===== src/hdl/programmable_sound_generator_assert.svh =====
// assertion macros for the sound generator, clocked on clk and disabled during reset
`ifndef PROGRAMMABLE_SOUND_GENERATOR_ASSERT_SVH
`define PROGRAMMABLE_SOUND_GENERATOR_ASSERT_SVH

// same-cycle implication
`define PGSND_ASSERT_NOW(lbl, ante, cons, msg) \
    lbl: assert property (@(posedge clk) disable iff (!rst_n) (ante) |-> (cons)) \
        else $error(msg);

// next-cycle implication
`define PGSND_ASSERT_NXT(lbl, ante, cons, msg) \
    lbl: assert property (@(posedge clk) disable iff (!rst_n) (ante) |=> (cons)) \
        else $error(msg);

`endif


===== src/hdl/pgsnd_pkg.sv =====
// shared constants, types and the volume table of the sound generator
`timescale 1ns / 1ps
`default_nettype none

package pgsnd_pkg;

    localparam int PRESCALE = 16;
    localparam int PERIOD_W = 10;
    // reload value is at most 1023 * PRESCALE
    localparam int RLD_W    = $clog2(1023 * PRESCALE + 1);
    // down counter: signed, holds -255 up to the largest reload
    localparam int CNT_W    = RLD_W + 1;
    // shared adder: wide enough for the counters and the four-way mix sum
    localparam int ADD_W    = (CNT_W + 1 > 19) ? CNT_W + 1 : 19;
    localparam int NOISE_W  = 15;
    localparam logic [NOISE_W-1:0] NOISE_SEED = 15'h4000;

    typedef struct packed {
        logic [RLD_W-1:0] reload;  // reload of the selected channel
        logic             white;   // noise feedback mode
        logic [15:0]      amp;     // unsigned q15 amplitude of the mix channel
    } pgsnd_rd_t;

    // attenuation to q15 amplitude, entry 0 is full scale
    function automatic logic [15:0] amp_q15(input logic [3:0] att);
        logic [15:0] a;
        case (att)
            4'd0:    a = 16'd32768;
            4'd1:    a = 16'd26028;
            4'd2:    a = 16'd20677;
            4'd3:    a = 16'd16423;
            4'd4:    a = 16'd13045;
            4'd5:    a = 16'd10361;
            4'd6:    a = 16'd8231;
            4'd7:    a = 16'd6537;
            4'd8:    a = 16'd5194;
            4'd9:    a = 16'd4125;
            4'd10:   a = 16'd3277;
            4'd11:   a = 16'd2602;
            4'd12:   a = 16'd2068;
            4'd13:   a = 16'd1642;
            4'd14:   a = 16'd1304;
            default: a = 16'd0;
        endcase
        return a;
    endfunction

endpackage

`default_nettype wire


===== src/hdl/pgsnd_regs.sv =====
// register byte decoder, period and attenuation registers, reload lookup
`timescale 1ns / 1ps
`default_nettype none

module pgsnd_regs
    import pgsnd_pkg::*;
(
    input  wire logic       clk,
    input  wire logic       rst_n,
    input  wire logic       wr_en,
    input  wire logic [7:0] wr_data,
    input  wire logic [1:0] ch_sel,
    input  wire logic [1:0] mix_sel,
    output pgsnd_rd_t       rd
);

    logic [3:0] per_lo_reg [4];
    logic [5:0] per_hi_reg [4];
    logic [3:0] att_reg    [4];
    logic [1:0] latched_index_reg;
    logic       latched_vol_reg;

    function automatic logic [RLD_W-1:0] tone_rld(input logic [PERIOD_W-1:0] p);
        logic [PERIOD_W-1:0] pz;
        pz = (p == '0) ? PERIOD_W'(1) : p;
        return RLD_W'(RLD_W'(pz) * RLD_W'(PRESCALE));
    endfunction

    always_ff @(posedge clk or negedge rst_n)
    begin
        if (!rst_n)
        begin
            for (int i = 0; i < 4; i++)
            begin
                per_lo_reg[i] <= '0;
                per_hi_reg[i] <= '0;
                att_reg[i]    <= '0;
            end
            latched_index_reg <= '0;
            latched_vol_reg   <= 1'b0;
        end
        else if (wr_en)
        begin
            if (wr_data[7])
            begin
                // latch byte: channel, register select, low nibble
                latched_index_reg <= wr_data[6:5];
                latched_vol_reg   <= wr_data[4];
                if (wr_data[4])
                    att_reg[wr_data[6:5]] <= wr_data[3:0];
                else
                    per_lo_reg[wr_data[6:5]] <= wr_data[3:0];
            end
            else if (latched_vol_reg)
                att_reg[latched_index_reg] <= wr_data[3:0];
            else
                per_hi_reg[latched_index_reg] <= wr_data[5:0];
        end
    end

    logic [RLD_W-1:0] noise_rld;

    always_comb
    begin
        case (per_lo_reg[3][1:0])
            2'd0:    noise_rld = RLD_W'(PRESCALE);
            2'd1:    noise_rld = RLD_W'(2 * PRESCALE);
            2'd2:    noise_rld = RLD_W'(4 * PRESCALE);
            default: noise_rld = tone_rld({per_hi_reg[2], per_lo_reg[2]});
        endcase
    end

    assign rd.reload = (ch_sel == 2'd3) ? noise_rld
                                        : tone_rld({per_hi_reg[ch_sel], per_lo_reg[ch_sel]});
    assign rd.white  = per_lo_reg[3][2];
    assign rd.amp    = amp_q15(att_reg[mix_sel]);

endmodule

`default_nettype wire


===== src/hdl/programmable_sound_generator.sv =====
// top level of the sound generator: sequencer, shared adder, counters and mixer
//
//  channel | signals                          | direction | item
//  --------+----------------------------------+-----------+-----------------------------
//  in      | in_valid in_stall kind data cycles | to block  | register byte or time tick
//  out     | out_valid out_stall mixed_sample channel_levels | from block | mixed sample
//
//  one adder does every add: counter decrement, each reload, then four mix steps
//  write item: accept, then the four mix steps, then the result register (via hold if stalled)
//  tick item: accept, the decrement and reload steps of each channel, then the four mix steps
//  (each channel takes one decrement step and one step per reload, up to 16 reloads)
//  in_stall is high from the cycle after accept until the result is registered
//  a held result on the output does not stop the next item from being accepted
//  reset is asynchronous; counters and levels clear, noise register seeds to 0x4000
`timescale 1ns / 1ps
`default_nettype none

module programmable_sound_generator
    import pgsnd_pkg::*;
(
    input  wire logic               clk,
    input  wire logic               rst_n,
    input  wire logic               in_valid,
    output logic                    in_stall,
    input  wire logic               kind,
    input  wire logic [7:0]         data,
    input  wire logic [7:0]         cycles,
    output logic                    out_valid,
    input  wire logic               out_stall,
    output logic signed [15:0]      mixed_sample,
    output logic [3:0]              channel_levels
);

    typedef enum logic [4:0] {
        ST_IDLE   = 5'b00001,   // waiting for an item
        ST_SUB    = 5'b00010,   // counter minus tick cycles
        ST_RELOAD = 5'b00100,   // add reload while counter is not positive
        ST_MIX    = 5'b01000,   // accumulate the four signed amplitudes
        ST_HOLD   = 5'b10000    // result ready, output register still full
    } state_t;

    state_t                    state_reg, state_next;
    logic [1:0]                ch_reg, ch_next;
    logic [1:0]                mix_idx_reg, mix_idx_next;
    logic [7:0]                cyc_reg, cyc_next;
    logic signed [ADD_W-1:0]   acc_reg, acc_next;
    logic signed [CNT_W-1:0]   ctr_reg [4];
    logic [3:0]                level_reg, level_next;
    logic [NOISE_W-1:0]        noise_reg, noise_next;
    logic                      out_valid_reg, out_valid_next;
    logic signed [15:0]        sample_reg, sample_next;
    logic [3:0]                levels_out_reg, levels_out_next;

    logic                      accept;
    logic                      wr_en;
    logic                      ctr_we;
    logic                      can_load;
    logic                      ctr_all_nonneg;
    pgsnd_rd_t                 rd;

    // shared adder
    logic signed [ADD_W-1:0]   add_a, add_b, add_sum;
    logic signed [CNT_W-1:0]   ctr_sum;
    logic                      ctr_pos;
    logic signed [ADD_W-1:0]   ctr_ext;
    logic signed [ADD_W-1:0]   amp_ext;
    logic                      fb;

    assign accept   = in_valid && !in_stall;
    assign in_stall = (state_reg != ST_IDLE);
    assign can_load = !out_valid_reg || !out_stall;
    assign wr_en    = accept && !kind;

    pgsnd_regs u_regs (
        .clk     (clk),
        .rst_n   (rst_n),
        .wr_en   (wr_en),
        .wr_data (data),
        .ch_sel  (ch_reg),
        .mix_sel (mix_idx_reg),
        .rd      (rd)
    );

    // round to nearest (the +2 is preloaded in the accumulator), then saturate
    function automatic logic signed [15:0] to_sample(input logic signed [ADD_W-1:0] s);
        logic signed [ADD_W-1:0] q;
        q = s >>> 2;
        if (q > $signed(ADD_W'(32767)))
            return 16'sd32767;
        return q[15:0];
    endfunction

    assign ctr_ext = {{(ADD_W-CNT_W){ctr_reg[ch_reg][CNT_W-1]}}, ctr_reg[ch_reg]};
    assign amp_ext = level_reg[mix_idx_reg] ? $signed({{(ADD_W-16){1'b0}}, rd.amp})
                                            : -$signed({{(ADD_W-16){1'b0}}, rd.amp});

    always_comb
    begin
        add_a = '0;
        add_b = '0;
        unique case (state_reg)
            ST_SUB:
            begin
                add_a = ctr_ext;
                add_b = -$signed({{(ADD_W-8){1'b0}}, cyc_reg});
            end
            ST_RELOAD:
            begin
                add_a = ctr_ext;
                add_b = $signed({{(ADD_W-RLD_W){1'b0}}, rd.reload});
            end
            ST_MIX:
            begin
                add_a = (mix_idx_reg == 2'd0) ? $signed(ADD_W'(2)) : acc_reg;
                add_b = amp_ext;
            end
            default:
            begin
                add_a = '0;
                add_b = '0;
            end
        endcase
    end

    assign add_sum = add_a + add_b;
    assign ctr_sum = add_sum[CNT_W-1:0];
    assign ctr_pos = !ctr_sum[CNT_W-1] && (ctr_sum != '0);

    // white noise taps bit0 and bit3, periodic noise just bit0
    assign fb = rd.white ? (noise_reg[0] ^ noise_reg[3]) : noise_reg[0];

    always_comb
    begin
        state_next      = state_reg;
        ch_next         = ch_reg;
        mix_idx_next    = mix_idx_reg;
        cyc_next        = cyc_reg;
        acc_next        = acc_reg;
        level_next      = level_reg;
        noise_next      = noise_reg;
        ctr_we          = 1'b0;
        out_valid_next  = out_valid_reg && out_stall;
        sample_next     = sample_reg;
        levels_out_next = levels_out_reg;

        unique case (state_reg)
            ST_IDLE:
            begin
                if (accept)
                begin
                    cyc_next     = cycles;
                    ch_next      = 2'd0;
                    mix_idx_next = 2'd0;
                    // a write goes straight to the mix
                    state_next   = kind ? ST_SUB : ST_MIX;
                end
            end
            ST_SUB:
            begin
                ctr_we = 1'b1;
                if (!ctr_pos)
                    state_next = ST_RELOAD;
                else if (ch_reg == 2'd3)
                    state_next = ST_MIX;
                else
                    ch_next = ch_reg + 2'd1;
            end
            ST_RELOAD:
            begin
                ctr_we = 1'b1;
                if (ch_reg == 2'd3)
                begin
                    noise_next    = {fb, noise_reg[NOISE_W-1:1]};
                    level_next[3] = noise_reg[1];
                end
                else
                    level_next[ch_reg] = !level_reg[ch_reg];
                if (ctr_pos)
                begin
                    if (ch_reg == 2'd3)
                        state_next = ST_MIX;
                    else
                    begin
                        ch_next    = ch_reg + 2'd1;
                        state_next = ST_SUB;
                    end
                end
            end
            ST_MIX:
            begin
                acc_next     = add_sum;
                mix_idx_next = mix_idx_reg + 2'd1;
                if (mix_idx_reg == 2'd3)
                begin
                    if (can_load)
                    begin
                        out_valid_next  = 1'b1;
                        sample_next     = to_sample(add_sum);
                        levels_out_next = level_reg;
                        state_next      = ST_IDLE;
                    end
                    else
                        state_next = ST_HOLD;
                end
            end
            ST_HOLD:
            begin
                if (can_load)
                begin
                    out_valid_next  = 1'b1;
                    sample_next     = to_sample(acc_reg);
                    levels_out_next = level_reg;
                    state_next      = ST_IDLE;
                end
            end
            default:
            begin
                state_next = ST_IDLE;
            end
        endcase
    end

    always_ff @(posedge clk or negedge rst_n)
    begin
        if (!rst_n)
        begin
            state_reg     <= ST_IDLE;
            ch_reg        <= '0;
            mix_idx_reg   <= '0;
            level_reg     <= '0;
            noise_reg     <= NOISE_SEED;
            out_valid_reg <= 1'b0;
            for (int i = 0; i < 4; i++)
                ctr_reg[i] <= '0;
        end
        else
        begin
            state_reg     <= state_next;
            ch_reg        <= ch_next;
            mix_idx_reg   <= mix_idx_next;
            level_reg     <= level_next;
            noise_reg     <= noise_next;
            out_valid_reg <= out_valid_next;
            if (ctr_we)
                ctr_reg[ch_reg] <= ctr_sum;
        end
    end

    // payload registers
    always_ff @(posedge clk)
    begin
        cyc_reg        <= cyc_next;
        acc_reg        <= acc_next;
        sample_reg     <= sample_next;
        levels_out_reg <= levels_out_next;
    end

    assign out_valid      = out_valid_reg;
    assign mixed_sample   = sample_reg;
    assign channel_levels = levels_out_reg;

    // checks
    assign ctr_all_nonneg = !ctr_reg[0][CNT_W-1] && !ctr_reg[1][CNT_W-1]
                         && !ctr_reg[2][CNT_W-1] && !ctr_reg[3][CNT_W-1];

`include "programmable_sound_generator_assert.svh"

    `PGSND_ASSERT_NXT(a_busy_after_accept, accept, in_stall, "block not busy after accept")
    `PGSND_ASSERT_NOW(a_ctr_nonneg_idle, state_reg == ST_IDLE, ctr_all_nonneg, "counter negative")
    `PGSND_ASSERT_NOW(a_mix_idx_clear, state_reg != ST_MIX, mix_idx_reg == 2'd0, "mix index set")
    `PGSND_ASSERT_NXT(a_result_only_at_end, !out_valid_reg && state_reg != ST_MIX && state_reg != ST_HOLD, !out_valid_reg, "result without a mix")

endmodule

`default_nettype wire


===== config.mk =====
export PLATFORM = sky130hd
export DESIGN_NAME = programmable_sound_generator
export DESIGN_NICKNAME = d
export VERILOG_FILES = /design/src/hdl/pgsnd_pkg.sv /design/src/hdl/pgsnd_regs.sv /design/src/hdl/programmable_sound_generator.sv
export VERILOG_INCLUDE_DIRS = /design/src /design/src/hdl
export SDC_FILE = /design/constraint.sdc
export NUM_CORES = 1
export LEC_CHECK = 0
export BUFFER_PORTS_ARGS = -buffer_cell sky130_fd_sc_hd__buf_2
export CAP_MARGIN = 20
export CORE_UTILIZATION = 50
export CTS_BUF_LIST = sky130_fd_sc_hd__clkbuf_8
export DETAILED_ROUTE_END_ITERATION = 16
export PLACE_DENSITY_LB_ADDON = 0.15
export SLEW_MARGIN = 20
export SYNTH_ARGS = -nofsm -noshare
export SYNTH_HDL_FRONTEND = slang
export SYNTH_SLANG_ARGS = --single-unit
export TNS_END_PERCENT = 20

===== constraint.sdc =====
create_clock -name clk -period 6.51 [get_ports clk]
set_input_delay 1.6275 -clock clk [delete_from_list [all_inputs] [get_ports clk]]
set_output_delay 1.6275 -clock clk [all_outputs]
set_load 0.1 [all_outputs]

Yosys cells after proc, flatten, opt, wreduce, memory -nomap -nowiden
Memory sizes are Yosys's and may differ from the RTL's.
Index checks and enable logic that the tools add are counted.
Word-level totals
  flip-flop bits (word level): 195
  ROM bits: 256
  input bits: 21
  output and inout port bits: 22
  logic and storage cells: 194
  memories kept: 1
Operators by class
  add/sub/neg operators: 5
  order comparisons: 12
  eq/ne operators: 19
  multiplexer cells: 82
  bitwise logic cells: 9
  reduce and logical (&&, ||, !) cells: 37
Memories
  (no name shown): depth 16, bits a word 16, read ports 1, clocked after Yosys merged registers in 0, wr ports 0, RTL line pgsnd_pkg.sv:27  | case (att)
Operator list (count)
  $mux 16: 10
  $bwmux 60: 1
  $pmux 19 s3: 1
  $bwmux 16: 3
  $mux 15: 3
  $pmux 14 s3: 1
  $mux 4: 10
  $mux 19: 2
  $pmux 19 s2: 1
  $mux 5: 7
  $gt 17x16->1 const B: 2
  $pmux 16 s2: 1
  $bmux 15 s2: 1
  $demux 15 s2: 1
  $pmux 5 s5: 1
  $bwmux 24: 1
  $logic_not 10->1: 2
  $mux 10: 2
  $add 19x19->19: 1
  $neg 16->19: 1
  $neg 8->19: 1
  $mux 6: 3
  $bmux 4 s2: 2
  $demux 4 s2: 2
  41 further kinds: 104

Logic depth before layout (Yosys ltp)
Gate-level depths: netlist (run 1).
  depth after elaboration: 18
  gate-level depth with buffers: 27

Hierarchy
Synthesis (run 1) repeated with hierarchy kept, for this count alone.
Second synthesis, totals
  cells, all modules: 936
  area, all modules: 10749.1 um2
By module, submodules not included
  programmable_sound_generator: instances 1, cells an instance 661, area an instance 7453.4 um2, sequential area each 3641.0 um2
  pgsnd_regs: instances 1, cells an instance 275, area an instance 3295.7 um2, sequential area each 1476.4 um2

Worst setup path after synthesis (run 1)
Ideal clock, no wire load.
  kind: reg-to-reg
  start point: reg mix_idx_reg[0]
  end point: reg sample_reg[10] (netlist: mixed_sample[10]), data pin
  library setup time: 0.146 ns
  arrival: 5.762 ns
  slack: 0.602 ns
  stages on the path, launching flop included: 25
  path buffers: 4
  clock period less this slack: 5.908 ns
  cell sequence: dfrtp_1 buf_6 mux4_2 clkbuf_1 inv_1 ha_1 clkbuf_1 mux2_2 mux2i_4 inv_1 a2111oi_2 and3b_1 a21oi_1 xnor2_1 o2111ai_1 ha_1 and3_1 a22o_1 o21ai_0 a311o_1 or4b_2 o211ai_1 a21oi_2 buf_6 a21oi_1
On the way
  longest elaborated chain between the ends: 18
  elaborated cells between the ends (all ways): 23
  those cells by class: add/sub: 2; order compare: 1; mux: 17; bitwise: 1; reduce/logical: 1; memory: 1
Ends and longest elaborated chain
  start, declared: RTL line programmable_sound_generator.sv:44  | logic [1:0] mix_idx_reg, mix_idx_next;
  start signal, assigned: RTL line programmable_sound_generator.sv:240  | mix_idx_reg <= mix_idx_next;
  $not 2->3 (implied by the code): RTL line pgsnd_regs.sv:76  | assign rd.amp = amp_q15(att_reg[mix_sel]);
  $bmux 4 s2: RTL line pgsnd_regs.sv:76
  $mux 4 (implied by the code) (2 in a row): RTL line pgsnd_regs.sv:76
  $mem_v2 16x16
  $neg 16->19: RTL line programmable_sound_generator.sv:95  | : -$signed({{(ADD_W-16){1'b0}}, rd.amp});
  $mux 19: RTL line programmable_sound_generator.sv:94  | assign amp_ext = level_reg[mix_idx_reg] ? $signed({{(ADD_W-16){1'b0}}, rd.amp})
  $pmux 19 s3: RTL line programmable_sound_generator.sv:101  | unique case (state_reg)
  $add 19x19->19 (*): RTL line programmable_sound_generator.sv:125  | assign add_sum = add_a + add_b;
  named net add_sum[17]: RTL line programmable_sound_generator.sv:62  | logic signed [ADD_W-1:0] add_a, add_b, add_sum;
  (+2 left out)
  $mux 1 (*): RTL line programmable_sound_generator.sv:195  | if (can_load)
  $mux 1 (*): RTL line programmable_sound_generator.sv:193  | if (mix_idx_reg == 2'd3)
  $mux 1 (*): RTL line programmable_sound_generator.sv:146  | unique case (state_reg)
  $mux 16 (*): RTL line programmable_sound_generator.sv:90  | return q[15:0];
  $mux 16 (*): RTL line programmable_sound_generator.sv:195
  $mux 16 (*): RTL line programmable_sound_generator.sv:193
  $pmux 16 s2 (*): RTL line programmable_sound_generator.sv:146
  named net sample_next[10]: RTL line programmable_sound_generator.sv:51  | logic signed [15:0] sample_reg, sample_next;
  end signal, assigned: RTL line programmable_sound_generator.sv:254  | sample_reg <= sample_next;
  end, declared: RTL line programmable_sound_generator.sv:51
The timed path passes the listed nets; every way through them passes the cells marked *. The select of a mux whose other input is x is not followed.
A chain may end at the register's enable or synchronous reset.

Worst setup path in the final report (run 1)
  start point: reg mix_idx_reg[0]
  end point: reg sample_reg[0] (netlist: mixed_sample[0]), data pin
Same word-level chain as after synthesis.

==> results.sh, run 1 <==
export IMPL_status="finished clean"
export IMPL_powerDensity_nw_per_um2=460.8
export IMPL_synthToLayoutAreaGrowth_pct=7.606
export IMPL_vias=7640
export IMPL_root_buffer="clkbuf_8"
export IMPL_ant_nets=0
export IMPL_die_w_um=147.7
export IMPL_hpwlAfterDp_um=18660
export IMPL_pre_cts_ws_ps=444.3
export IMPL_max_cap_violations=0
export IMPL_largest_reg_flops=60
export IMPL_critPathKind="reg -> reg"
export IMPL_drv_slew=0
export IMPL_die_h_um=147.7
export IMPL_syn_area_per_cell_um2=10.84
export IMPL_grt_pass1_wl_um=41030
export IMPL_yosys_warnings=0
export IMPL_final_cells=1288
export IMPL_setup_violations=0
export IMPL_hold_ws_ps=484.1
export IMPL_drive_above_1_share_pct=20.63
export IMPL_cp_arrival_ps=6430
export IMPL_syn_num_nets=1035
export IMPL_tns_ps=0
export IMPL_final_nets=1061
export IMPL_synth_edf_count=47
export IMPL_finalHoldViolCount=0
export IMPL_gp_congestion=0.9281
export IMPL_portBuffers=42
export IMPL_clock_fmax_mhz=164.3
export IMPL_groute_usage_overall_pct=24.90
export IMPL_p_leak_nw=5.093
export IMPL_placed_cell_area_um2=11060
export IMPL_slew_headroom_pct=26.57
export IMPL_slowest_delay_ps=650
export IMPL_htree_levels=4
export IMPL_critPathMaxFanout=13
export IMPL_seq_area_frac_synth_pct=48.23
export IMPL_synthFlopType="dfrtp_1"
export IMPL_fin_crit_sh_pct=93.49
export IMPL_drc=0
export IMPL_first_pass_iters=7
export IMPL_worst_slack_ps=423.7
export IMPL_drt_total_wl_um=25660
export IMPL_cp_slowest_cell="mux4_2"
export IMPL_rsz0062_at_grt="no"
export IMPL_synth_top_area_share_pct=34.43
export IMPL_worst_pin_slew_ps=1091
export IMPL_viasPerCell=5.932
export IMPL_row_count=52
export IMPL_synth_area_leader_cell="dfrtp_1"
export IMPL_start_util_pct=51.77
export IMPL_path_clk_slew_ps=110
export IMPL_synthCells=979
export IMPL_postCtsHoldBufs=0
export IMPL_filler_cell_count=1807
export IMPL_clockBufferDepth=2
export IMPL_cts_buffers=17
export IMPL_ios=43
export IMPL_dp_cells=1255
export IMPL_endpoint_kind="flop"
export IMPL_peakVddDrop_mv=0.1957
export IMPL_hold_class="reg -> reg"
export IMPL_clock_sinks=195
export IMPL_synthTopCellsByArea="dfrtp_1 34%, edfxtp_1 13%, mux2_2 7.9%, mux4_2 6.4%, o21ai_0 4.2%"
export IMPL_crit_chain="mux4_2 -> inv_1 -> ha_1 -> mux2_2 -> mux2i_4 -> inv_1 -> a2111oi_2 -> and3b_1 -> a21oi_1 -> xnor2_1 -> o2111ai_1 -> ha_1 -> and3_1 -> a22o_1 -> o21ai_0 -> a311o_1 -> or4b_2 -> o211ai_1 -> a21oi_2 -> a21oi_1"
export IMPL_cts_tree="yes"
export IMPL_async_reset_ff_share_pct=75.90
export IMPL_path_buf_inv=2
export IMPL_avgRoutedWirePerCell_um=19.92
export IMPL_final_cell_area_um2=11420
export IMPL_first_iter_violations=542
export IMPL_grt_pass1_vias=7384
export IMPL_fp_dieArea_um2=21810
export IMPL_clock_latency_ps=490
export IMPL_cts_resized=0
export IMPL_grt_max_degree=93
export IMPL_overflow=0
export IMPL_cp_top_family="compound AO/OA/AOI/OAI gates"
export IMPL_crit_required_ps=6860
export IMPL_post_cts_setup_buffers=0
export IMPL_core_area_um2=20490
export IMPL_synth_area_um2=10610
export IMPL_ys_seq_elements=195
export IMPL_fin_crit_ps=6086
export IMPL_start_kind="flop"
export IMPL_ys_types=71
export IMPL_diodes=0
export IMPL_finClkSkew_ps=18.31
export IMPL_antenna_found_initial=0
stage by stage:
stage | util [%] | power, mW
final | 55.71 | 5.261
after global routing | 55.71 | 5.620
after CTS | 55.68 | 5.266
after detailed placement | 53.94 | 4.509
after global placement | 53.94 | 4.478
after floorplan | - | 3.842
cell usage after synthesis, drive strengths merged (3+ instances only):
| cell type | n |
|---|---|
| a22oi | 3 |
| xor2 | 19 |
| and3 | 6 |
| a221oi | 3 |
| edfxtp | 47 |
| or2 | 6 |
| clkbuf | 40 |
| nor2b | 4 |
| o2111ai | 4 |
| o31ai | 4 |
| a21oi | 53 |
| a31oi | 9 |
| nor2 | 60 |
| nor3b | 5 |
| nand4 | 3 |
| xnor2 | 13 |
| nor4 | 9 |
| o2111a | 3 |
| dfrtp | 146 |
| o22ai | 9 |
| ha | 34 |
| or3 | 4 |
| inv | 48 |
| nand2b | 3 |
| nand2 | 116 |
| a311o | 3 |
| nor3 | 13 |
| nand3 | 19 |
| o21ai | 89 |
| a21o | 17 |
| mux2 | 74 |
| buf | 12 |
| mux2i | 13 |
| a22o | 14 |
| mux4 | 30 |
| nand3b | 4 |
area by class of cell:
cell class	instances	area [µm²]	share of cell area, %
Clock buffer	17	234.0	2.049
Clock inverter	15	122.6	1.074
Inverter	48	180.2	1.578
Multi-Input combinational cell	684	5082	44.52
Sequential cell	195	5119	44.83
Tap cell	270	337.8	2.959
Timing Repair Buffer	59	341.6	2.992
cells by family (layout without fill, tap and decap cells):
kind of cell	Yosys count	after routing	share of synthesized area [%]
and+or+nand+nor	264	264	11.60
AOI/OAI and AO/OA	236	236	13.89
xor gates and xnor gates	32	32	2.642
muxes	117	117	15.57
DFF	195	195	48.23
buffers and inverters	100	139	3.868
adders and majority gates	35	35	4.198
power by group:
| part | internal (mW) | switching [mW] |
|---|---|---|
| registers | 1.62 | 0.201 |
| clock network | 0.277 | 0.471 |
| logic | 1.10 | 1.59 |
worst register-to-register path, delay by kind of cell, from the launching register on:
family | cells | cell delay, ps
mux | 3 | 1130
compound gates | 9 | 2220
xor+xnor | 1 | 230
buf+inv | 2 | 250
flops | 1 | 420
fa+ha+maj | 2 | 630
simple gates | 3 | 1080
layout by cell type, fill, tap and decap left out, types with 4 or more instances in the layout:
| master | instances |
|---|---|
| ha_1 | 34 |
| dfrtp_1 | 145 |
| nand2_1 | 116 |
| nor2_1 | 60 |
| mux2i_1 | 12 |
| nand3_1 | 19 |
| and3_1 | 6 |
| nor3_1 | 12 |
| or3_1 | 4 |
| inv_1 | 50 |
| o2111ai_1 | 4 |
| mux2_2 | 74 |
| nand3b_1 | 4 |
| clkbuf_8 | 17 |
| buf_2 | 41 |
| or2_2 | 6 |
| o21ai_0 | 88 |
| a21o_1 | 17 |
| o31ai_1 | 4 |
| a31oi_1 | 9 |
| a22o_1 | 14 |
| nor4_1 | 9 |
| o22ai_1 | 9 |
| buf_4 | 16 |
| edfxtp_1 | 47 |
| mux4_2 | 30 |
| xor2_1 | 19 |
| nor2b_1 | 4 |
| xnor2_1 | 13 |
| a21oi_1 | 52 |
| inv_6 | 6 |
| nor3b_1 | 5 |
routing by layer:
layer	wire length [µm]	global-route usage [%]	up-vias
met5	0	0	-
met4	493	7.784	0
met3	1455	5.154	32
met2	11750	37.88	212
met1	11960	35.86	3773
li1	-	-	3623
worst paths after layout:
kind / startpoint / to / slack, ps / depth (start not counted)
max reg2reg: mix_idx_reg[0] / mixed_sample[0] / 420 / 20
min reg2reg: ctr_reg[8] / ctr_reg[8] / 480 / 2
max: mix_idx_reg[0] / mixed_sample[0] / 420 / 20
max in group asynchronous: rst_n / ctr_reg[34] / 4030 / 2
min in group asynchronous: rst_n / noise_reg[7] / 1190 / 1
min: ctr_reg[8] / ctr_reg[8] / 480 / 2
(Power assumes the default switching activity.)
==> inputs of run 2 (changes only) <==
- CORE_MARGIN: not set -> 2
==> run 2 against run 1 <==
Compared with the run above:
- worst setup slack gained 5.6 ps
- clock skew rose by 13 ps
- maximum frequency about the same
- power rose by 3.7%
- via count rose by 0.20%
- critical path depth did not move
- clock power grew 14%
- utilization decreased by 0.68 points
- largest cell class unchanged
- largest power group unchanged
- highest routed layer unchanged
==> results.sh, run 2 (same netlist as run 1, synthesis figures left out) <==
export IMPL_status="finished clean"
export IMPL_portBuffers=42
export IMPL_drc=0
export IMPL_diodes=0
export IMPL_synthToLayoutAreaGrowth_pct=8.680
export IMPL_cts_buffers=17
export IMPL_p_sw_share_pct=43.63
export IMPL_r2r_setup_slack_ps=430
export IMPL_hold_path_depth=2
export IMPL_first_pass_iters=5
export IMPL_start_kind="flop"
export IMPL_htree_levels=4
export IMPL_die_w_um=149.7
export IMPL_row_count=53
export IMPL_hold_class="reg -> reg"
export IMPL_critPathMaxFanout=13
export IMPL_antenna_found_initial=0
export IMPL_max_cap_violations=0
export IMPL_setup_violations=0
export IMPL_grt_pass1_wl_um=41570
export IMPL_vias=7655
export IMPL_p_clk_share_pct=15.6
export IMPL_fin_crit_ps=6081
export IMPL_comb_power_share_pct=51.0
export IMPL_viasPerCell=5.920
export IMPL_finalHoldViolCount=0
export IMPL_fin_util_pct=55.03
export IMPL_start_util_pct=50.63
export IMPL_grt_max_degree=101
export IMPL_clock_sinks=195
export IMPL_p_seq_share_pct=33.3
export IMPL_avgRoutedWirePerCell_um=20.01
export IMPL_worst_slack_ps=429.3
export IMPL_clock_latency_ps=490
export IMPL_largest_reg_flops=60
export IMPL_mostFrequentLayoutCell="dfrtp_1"
export IMPL_endpoint_kind="flop"
export IMPL_dp_cells=1257
export IMPL_clockBufferDepth=2
export IMPL_pre_cts_ws_ps=333.4
export IMPL_crit_required_ps=6830
export IMPL_finClkSkew_ps=31.24
export IMPL_core_area_um2=20960
export IMPL_postCtsHoldBufs=0
export IMPL_overflow=0
export IMPL_drt_total_wl_um=25870
export IMPL_slew_headroom_pct=21.09
export IMPL_clock_fmax_mhz=164.5
export IMPL_gp_congestion=0.9251
export IMPL_finalPower_mw=5.455
export IMPL_final_cells=1293
export IMPL_powerDensity_nw_per_um2=473.1
export IMPL_final_cell_area_um2=11530
export IMPL_p_int_mw=3.075
export IMPL_p_switching_mw=2.380
export IMPL_groute_usage_overall_pct=24.38
export IMPL_fp_dieArea_um2=22400
export IMPL_fin_crit_sh_pct=93.41
export IMPL_cp_arrival_ps=6400
export IMPL_rsz0062_at_grt="no"
export IMPL_tns_ps=0
export IMPL_grt_pass1_vias=7363
export IMPL_critPathKind="reg -> reg"
export IMPL_hold_ws_ps=484.1
export IMPL_cts_tree="yes"
export IMPL_ant_nets=0
export IMPL_critPathLaunch="mix_idx_reg[0]"
export IMPL_p_leak_nw=5.124
export IMPL_drive_above_1_share_pct=21.12
export IMPL_path_clk_slew_ps=120
export IMPL_peakVddDrop_mv=0.1821
export IMPL_placed_cell_area_um2=11040
export IMPL_worst_pin_slew_ps=1181
export IMPL_filler_cell_count=1889
export IMPL_worstReg2RegEnd="mixed_sample[4]"
export IMPL_hpwlAfterDp_um=18610
export IMPL_rr_worst_depth=20
export IMPL_first_iter_violations=698
export IMPL_layout_common_cells="145 x dfrtp_1, 116 x nand2_1, 87 x o21ai_0"
export IMPL_root_buffer="clkbuf_8"
export IMPL_crit_end="mixed_sample[4]"
export IMPL_drv_slew=0
export IMPL_r2r_start="mix_idx_reg[0]"
export IMPL_die_h_um=149.7
export IMPL_final_nets=1061
export IMPL_ios=43
## run 2: worst min-delay path by stage
stage	start	end	slack [ps]
6_report	ctr_reg[6]	ctr_reg[6]	480
5_1_grt	ctr_reg[51]	ctr_reg[51]	510
4_1_cts	ctr_reg[6]	ctr_reg[6]	490
3_5_place_dp	ctr_reg[6]	ctr_reg[6]	470
3_3_place_gp	ctr_reg[11]	ctr_reg[11]	460
2_1_floorplan	ctr_reg[1]	ctr_reg[1]	440
## run 2: layout make-up
cell class,instances,area [µm²],area share [%]
clock buffers,17,234.0,2.029
clock inverters,15,200.2,1.736
inverters,48,180.2,1.562
multi-input cells,684,5102,44.25
flip-flops and latches,195,5119,44.39
well taps,275,344.1,2.984
repair buffers,59,351.6,3.049
## run 2: worst max-delay path: stages, from the launching register on
cell and delay (ps):
dfrtp_1 440, mux4_2 620, inv_1 180, ha_1 270, mux2_2 290, mux2i_4 190
inv_1 70, a2111oi_2 420, and3b_1 250, a21oi_1 160, xnor2_1 270, o2111ai_1 140
ha_1 370, and3_1 230, a22o_1 260, o21ai_1 190, a311o_1 250, or4b_2 600
o211ai_1 250, a21oi_4 210, a21oi_1 250
## run 2: timing repair
item | CTS | global route
setup endpoints to repair | 0 | 13
setup buffers | 0 | 3
gates resized for setup | 0 | 4
## run 2: power by group through the flow
stage                     registers (mW)  logic, mW  clock network [mW]
after global routing                1.86       3.06               0.920
after detailed placement            1.84       2.69                   0
after floorplan                     1.76       2.08                   0
after CTS                           1.81       2.71               0.866
final                               1.82       2.78               0.853
after global placement              1.83       2.67                   0
## run 2: routing by layer
| metal | part of all wire (%) | global-route usage (%) | wire (µm) |
|---|---|---|---|
| met5 | 0 | 0 | 0 |
| met4 | 2.3 | 7.689 | 593 |
| met3 | 5.3 | 5.213 | 1374 |
| met2 | 44 | 35.87 | 11400 |
| met1 | 48 | 36.26 | 12500 |
